$ cat src/rtl/afsm_pkg.sv
// Shared types and constants for the APU frame sequencer and stereo mixer.
package afsm_pkg;

    // Channel and field sizes.
    localparam int NUM_CH    = 4;
    localparam int LEVEL_W   = 4;
    localparam int VOL_W     = 3;
    localparam int SAMPLE_W  = 15;
    localparam int BASE_BITS = 12;
    localparam int STEP_W    = 3;

    // Mixer scaling: each level step is worth 512, the mix is centered by this offset.
    localparam int MIX_SCALE_SH = 9;
    localparam int MIX_OFFSET   = 15360;

    // Configuration port sizes.
    localparam int CFG_INDEX_W = 3;
    localparam int CFG_DATA_W  = 4;

    // Frame steps with special meaning.
    localparam logic [STEP_W-1:0] STEP_ENVELOPE = 3'd7;

    typedef logic [NUM_CH-1:0][LEVEL_W-1:0] levels_t;
    typedef logic [NUM_CH-1:0]              route_t;
    typedef logic [VOL_W-1:0]               vol_t;
    typedef logic signed [SAMPLE_W-1:0]     sample_t;

    // Configuration register indexes.
    typedef enum logic [CFG_INDEX_W-1:0] {
        CFG_LEFT_VOLUME   = 3'd0,
        CFG_RIGHT_VOLUME  = 3'd1,
        CFG_LEFT_ROUTE    = 3'd2,
        CFG_RIGHT_ROUTE   = 3'd3,
        CFG_RUN_ENABLE    = 3'd4,
        CFG_MASTER_ENABLE = 3'd5
    } cfg_index_t;

    // Input stage contents: the levels plus the frame strobes taken at accept time.
    typedef struct packed {
        levels_t levels;
        logic    length_tick;
        logic    sweep_tick;
        logic    envelope_tick;
    } stage_t;

endpackage

$ cat src/rtl/afsm_mix.sv
// One side of the stereo mixer: route, scale, offset and attenuate.
module afsm_mix
(
    input  afsm_pkg::levels_t levels,
    input  afsm_pkg::route_t  route,
    input  afsm_pkg::vol_t    volume,
    input  logic              enable,
    output afsm_pkg::sample_t sample
);
    import afsm_pkg::*;

    localparam int SUM_W = LEVEL_W + $clog2(NUM_CH);
    localparam int MIX_W = SAMPLE_W + 1;

    logic [SUM_W-1:0]        sum;
    logic signed [MIX_W-1:0] scaled;
    logic signed [MIX_W-1:0] att;

    // Add up the levels of the routed channels.
    always_comb
    begin
        sum = '0;
        for (int i = 0; i < NUM_CH; i++)
        begin
            if (route[i])
            begin
                sum = sum + SUM_W'(levels[i]);
            end
        end
    end

    // Scale by 512 and center around zero.
    assign scaled = $signed(MIX_W'({sum, {MIX_SCALE_SH{1'b0}}})) - $signed(MIX_W'(MIX_OFFSET));

    // Attenuate in eighths of full scale with floor shifts.
    always_comb
    begin
        case (volume)
            3'd0:    att = scaled >>> 3;
            3'd1:    att = scaled >>> 2;
            3'd2:    att = (scaled >>> 2) + (scaled >>> 3);
            3'd3:    att = scaled >>> 1;
            3'd4:    att = (scaled >>> 1) + (scaled >>> 3);
            3'd5:    att = scaled - (scaled >>> 2);
            3'd6:    att = scaled - (scaled >>> 3);
            default: att = scaled;
        endcase
    end

    // The sample range always fits, so plain truncation is exact.
    assign sample = enable ? att[SAMPLE_W-1:0] : '0;

endmodule

$ cat src/rtl/apu_frame_sequencer_mixer.sv
// Top level: frame sequencer counters, input stage, stereo mixers and result register.
// Throughput: one beat per cycle while m_tready is high. The input stage feeds the result
// register that drives m_tvalid; each holds one beat, and while a result waits for m_tready
// a new beat is taken only if the input stage is empty.
// Reset: rst_n clears the configuration registers, both frame counters and all valid flags.
// The frame strobes follow the counters at the moment a beat is accepted.
module apu_frame_sequencer_mixer
(
    input  logic        clk,
    input  logic        rst_n,
    // Configuration write port.
    input  logic                                cfg_wr_en,
    input  logic [afsm_pkg::CFG_INDEX_W-1:0]    cfg_index,
    input  logic [afsm_pkg::CFG_DATA_W-1:0]     cfg_data,
    // Input stream.
    input  logic        s_tvalid,
    output logic        s_tready,
    input  logic [15:0] s_tdata,  // square1_level, square2_level, wave_level, noise_level
    // Result stream.
    output logic        m_tvalid,
    input  logic        m_tready,
    output logic [39:0] m_tdata   // length_tick, sweep_tick, envelope_tick, run_strobes,
                                  // left_sample, right_sample, zero fill
);
    import afsm_pkg::*;

    // Configuration registers.
    vol_t   left_volume_reg;
    vol_t   right_volume_reg;
    route_t left_route_reg;
    route_t right_route_reg;
    route_t run_enable_reg;
    logic   master_enable_reg;

    // Frame sequencer state.
    logic [BASE_BITS-1:0] base_counter_reg;
    logic [BASE_BITS-1:0] base_counter_next;
    logic [STEP_W-1:0]    frame_step_reg;
    logic [STEP_W-1:0]    frame_step_next;

    // Pipeline registers.
    logic   s1_valid_reg;
    stage_t s1_reg;
    stage_t s1_next;
    logic   out_valid_reg;
    logic [39:0] out_data_reg;
    logic [39:0] out_data_next;

    logic    s_fire;
    logic    s1_take;
    logic    base_zero;
    sample_t left_sample;
    sample_t right_sample;

    // Configuration writes; unknown indexes are dropped.
    always_ff @(posedge clk or negedge rst_n)
    begin
        if (!rst_n)
        begin
            left_volume_reg   <= '0;
            right_volume_reg  <= '0;
            left_route_reg    <= '0;
            right_route_reg   <= '0;
            run_enable_reg    <= '0;
            master_enable_reg <= 1'b0;
        end
        else if (cfg_wr_en)
        begin
            case (cfg_index)
                CFG_LEFT_VOLUME:   left_volume_reg   <= cfg_data[VOL_W-1:0];
                CFG_RIGHT_VOLUME:  right_volume_reg  <= cfg_data[VOL_W-1:0];
                CFG_LEFT_ROUTE:    left_route_reg    <= cfg_data[NUM_CH-1:0];
                CFG_RIGHT_ROUTE:   right_route_reg   <= cfg_data[NUM_CH-1:0];
                CFG_RUN_ENABLE:    run_enable_reg    <= cfg_data[NUM_CH-1:0];
                CFG_MASTER_ENABLE: master_enable_reg <= cfg_data[0];
                default:           ;
            endcase
        end
    end

    // Handshake: the input stage frees up when it is empty or moving into the result register.
    assign s1_take  = s1_valid_reg && (!out_valid_reg || m_tready);
    assign s_tready = !s1_valid_reg || s1_take;
    assign s_fire   = s_tvalid && s_tready;

    // Frame strobes and counter advance for the beat being accepted.
    assign base_zero         = (base_counter_reg == '0);
    assign base_counter_next = base_counter_reg + BASE_BITS'(1);
    assign frame_step_next   = base_zero ? frame_step_reg + STEP_W'(1) : frame_step_reg;

    always_comb
    begin
        s1_next.levels        = s_tdata;
        s1_next.length_tick   = base_zero && !frame_step_reg[0];
        s1_next.sweep_tick    = base_zero && (frame_step_reg[1:0] == 2'b10);
        s1_next.envelope_tick = base_zero && (frame_step_reg == STEP_ENVELOPE);
    end

    always_ff @(posedge clk or negedge rst_n)
    begin
        if (!rst_n)
        begin
            base_counter_reg <= '0;
            frame_step_reg   <= '0;
        end
        else if (s_fire)
        begin
            base_counter_reg <= base_counter_next;
            frame_step_reg   <= frame_step_next;
        end
    end

    // Input stage.
    always_ff @(posedge clk or negedge rst_n)
    begin
        if (!rst_n)
        begin
            s1_valid_reg <= 1'b0;
        end
        else if (s_tready)
        begin
            s1_valid_reg <= s_tvalid;
        end
    end

    always_ff @(posedge clk)
    begin
        if (s_fire)
        begin
            s1_reg <= s1_next;
        end
    end

    // Left and right mixers.
    afsm_mix u_mix_left
    (
        .levels (s1_reg.levels),
        .route  (left_route_reg),
        .volume (left_volume_reg),
        .enable (master_enable_reg),
        .sample (left_sample)
    );

    afsm_mix u_mix_right
    (
        .levels (s1_reg.levels),
        .route  (right_route_reg),
        .volume (right_volume_reg),
        .enable (master_enable_reg),
        .sample (right_sample)
    );

    // Pack the result beat.
    assign out_data_next = {3'b000, right_sample, left_sample, run_enable_reg,
                            s1_reg.envelope_tick, s1_reg.sweep_tick, s1_reg.length_tick};

    // Result register.
    always_ff @(posedge clk or negedge rst_n)
    begin
        if (!rst_n)
        begin
            out_valid_reg <= 1'b0;
        end
        else if (!out_valid_reg || m_tready)
        begin
            out_valid_reg <= s1_valid_reg;
        end
    end

    always_ff @(posedge clk)
    begin
        if (s1_take)
        begin
            out_data_reg <= out_data_next;
        end
    end

    assign m_tvalid = out_valid_reg;
    assign m_tdata  = out_data_reg;

    // The envelope step is odd, so it never carries a length strobe.
    assert property (@(posedge clk) disable iff (!rst_n)
        s1_valid_reg |-> !(s1_reg.envelope_tick && s1_reg.length_tick))
        else $error("envelope and length strobes fired together");

    // Sweep steps are a subset of the length steps.
    assert property (@(posedge clk) disable iff (!rst_n)
        s1_valid_reg && s1_reg.sweep_tick |-> s1_reg.length_tick)
        else $error("sweep strobe without length strobe");

    // The frame step only moves on a beat taken while the base counter reads zero.
    assert property (@(posedge clk) disable iff (!rst_n)
        !(s_fire && base_zero) |=> $stable(frame_step_reg))
        else $error("frame step moved without a base counter wrap");

    // Each accepted beat advances the base counter by exactly one.
    assert property (@(posedge clk) disable iff (!rst_n)
        s_fire |=> base_counter_reg == $past(base_counter_next))
        else $error("base counter did not advance on an accepted beat");

endmodule
$ cat config.mk
export PLATFORM = sky130hd
export DESIGN_NAME = apu_frame_sequencer_mixer
export DESIGN_NICKNAME = d
export VERILOG_FILES = /design/src/rtl/afsm_pkg.sv /design/src/rtl/afsm_mix.sv /design/src/rtl/apu_frame_sequencer_mixer.sv
export SDC_FILE = /design/constraint.sdc
export NUM_CORES = 1
export LEC_CHECK = 0
export ABC_AREA = 0
export BUFFER_PORTS_ARGS = -buffer_cell sky130_fd_sc_hd__buf_4
export CAP_MARGIN = 5
export CORE_MARGIN = 8
export CORE_UTILIZATION = 40
export CTS_BUF_LIST = sky130_fd_sc_hd__clkbuf_4
export DETAILED_ROUTE_END_ITERATION = 8
export GPL_TIMING_DRIVEN = 0
export PLACE_DENSITY = 0.61
export SLEW_MARGIN = 0
export SYNTH_ARGS = -nofsm -noshare
export SYNTH_HDL_FRONTEND = slang
export SYNTH_HIERARCHICAL = 1
export SYNTH_SLANG_ARGS = --single-unit
$ cat constraint.sdc
create_clock -name clk -period 8.4 [get_ports clk]
set_input_delay 0.84 -clock clk [delete_from_list [all_inputs] [get_ports clk]]
set_output_delay 0.84 -clock clk [all_outputs]
set_load 0.1 [all_outputs]
==> results.py <==
metrics = {
    "worst_setup_path": {
        "worstSetupEndpointType": "flop",
        "critPathKind": "reg2reg",
        "required_ns": 8.64,
        "path_max_fanout": 10,
        "critPathArrivalTime_ns": 8.08,
        "slowest_stage": "xnor2_1",
        "rrSetupSlack_ns": 0.56,
        "cp_slowest_stage_delay_ns": 0.86,
        "startpoint_type": "flop",
    },
    "sta": {
        "worst_hold_slack_ns": 0.229,
        "drv_slew": 0,
        "setup_viol": 0,
        "fin_crit_ns": 7.84,
        "fin_crit_sh_pct": 93.4,
        "worst_pin_slew_ns": 1.08,
        "rsz0062_at_grt": "false",
        "finalHoldViolCount": 0,
        "clock_skew_ns": 0.0498,
        "relSlewSlack_pct": 27.3,
        "fmax_mhz": 127,
        "fin_setup_tns_ns": 0,
    },
    "placed_design": {
        "portBuffers": 66,
        "dpl-instance-area_sq_um": 9090,
        "dpl.hpwl_microns": 15400,
        "routabilityCongestion": 0.891,
    },
    "clocking": {
        "htreeDepth": 3,
        "cts_tree": "done",
        "cts_buffers": 9,
        "clk_pin_slew_ns": 0.21,
        "post_cts_buffers": 0,
        "root_buffer": "clkbuf_4",
        "ctsResizeCount": 0,
        "clk_path_buf_depth": 2,
        "clkSinkCount": 92,
        "ctsHoldBuffers": 0,
        "insertion_delay_ns": 0.53,
    },
    "synthesis": {
        "yosysSeqAreaShare_pct": 31.5,
        "synthTopCellsByArea": "edfxtp_1 (20%), ha_1 (11%), dfrtp_1 (11%), xnor2_1 (4.6%), a21oi_1 (3.5%)",
        "async_reset_ff_share_pct": 39.1,
        "yosys_warnings": 6,
        "synth_top_area_share_pct": 20.5,
        "ys_types": 103,
        "ys_seq_elements": 92,
        "synth_flop_cell": "edfxtp_1",
        "synth_area_sq_um": 8210,
        "yosys.area.top_type": "edfxtp_1",
        "synth_cells": 868,
        "synth_edf_count": 56,
        "postSynthAreaPerCell_sq_um": 9.45,
    },
    "worst_hold_path": {
        "hp-class": "in2async",
    },
    "detailed_routing": {
        "ant_nets": 0,
        "wirelength_microns": 20100,
        "firstDrtPassIters": 5,
        "vias": 6789,
        "drt-initial-drc-count": 653,
        "route.detailed.drc": 0,
        "avgRoutedWirePerCell_microns": 16.3,
        "vias_per_cell": 5.51,
    },
    "global_route": {
        "grt_pass1_vias": 6562,
        "overflow": 0,
        "grt_pass1_wl_microns": 33300,
        "grtUsageTotal_pct": 15.8,
        "grt_max_degree": 38,
        "antenna_found_initial": 0,
    },
    "floorplan": {
        "initial_utilization_pct": 40.7,
        "ios": 70,
        "fp.dieH_microns": 159,
        "coreArea_sq_um": 20200,
        "fp-row-count": 52,
        "die_area_sq_um": 25400,
        "dieWidth_microns": 159,
    },
    "run_status": {
        "run_status": "complete, no violations",
    },
    "cells_and_area": {
        "final_nets": 1067,
        "layout_common_cells": "buf_4 (83), ha_1 (73), nor2_1 (61)",
        "diodes": 0,
        "fin_area_sq_um": 9220,
        "final_common_cell": "buf_4",
        "area_growth_syn_to_layout_pct": 12.4,
        "largest_reg_flops": 37,
        "drive_gt1_share_pct": 18.9,
        "final_core_util_pct": 45.7,
    },
    "run": {
        "cap_violations": 0,
    },
}
-- metal layers --
layer	track usage, %	share of wire (%)	wire, microns	vias to the layer above
li1	-	-	-	3358
met1	21.9	48	9620	3147
met2	24.3	44	8770	237
met3	3.26	6.3	1260	47
met4	4.85	2.4	491	0
met5	0	0	0	-
-- through the flow --
step	setup WS [ns]	std cells
floorplan	2.12	880
global placement	0.732	1216
detailed placement	0.705	1216
CTS	0.694	1232
global route	0.0680	1233
finish	0.555	1233
-- cells in the mapped netlist, types with 12 or more instances --
library cell  number
dfrtp_1           36
nor3_1            16
nor2_1            61
nand3_1           25
xnor2_1           43
xor2_1            24
nand2b_1          16
a21o_1            12
edfxtp_1          56
a21oi_1           58
buf_4             16
and2_1            13
mux2_2            21
o21ai_0           43
nand2_1           45
inv_1             56
a31oi_1           15
ha_1              73
and3_1            20
-- final cells by class --
type	instances	area (sq um)
Buffer	41	300
Clock buffer	9	67.6
Clock inverter	7	62.6
Fill cell	1962	10900
Inverter	60	225
Multi-Input combinational cell	687	5140
Sequential cell	92	2580
Tap cell	270	338
Timing Repair Buffer	67	503
-- final timing paths --
path                               startpoint                 end  cells past startpoint
max                        right_route_reg[0]         m_tdata[34]                     28
min                                     rst_n   left_route_reg[2]                      1
max reg2reg                right_route_reg[0]         m_tdata[34]                     28
min reg2reg                  out_data_next[1]          m_tdata[1]                      0
max in group asynchronous               rst_n  right_route_reg[1]                      1
min in group clk             out_data_next[1]          m_tdata[1]                      0
-- cell families (layout without fill, tap and decap cells) --
family	after synthesis	after routing	synth area share [%]
xor+xnor	70	70	7.75
buf+inv	101	184	6.40
simple gates	267	267	18.6
mux	29	29	3.96
fa+ha+maj	81	81	13.1
flops	92	92	31.5
compound gates	225	225	18.6
other cells	3	15	0.137
-- critical path: cells and delay by family (launching register included) --
family                   cells  cell delay [ns]
flip-flops                   1             0.41
buffers and inverters        5             0.88
AO/OA/AOI/OAI                8             2.05
AND/OR/NAND/NOR              6             0.92
XOR/XNOR                     3             1.33
adder cells (fa/ha/maj)      6             2.00
Power is not shown: default switching activity piles up to over one toggle a cycle in this logic, so the estimate is an artifact.
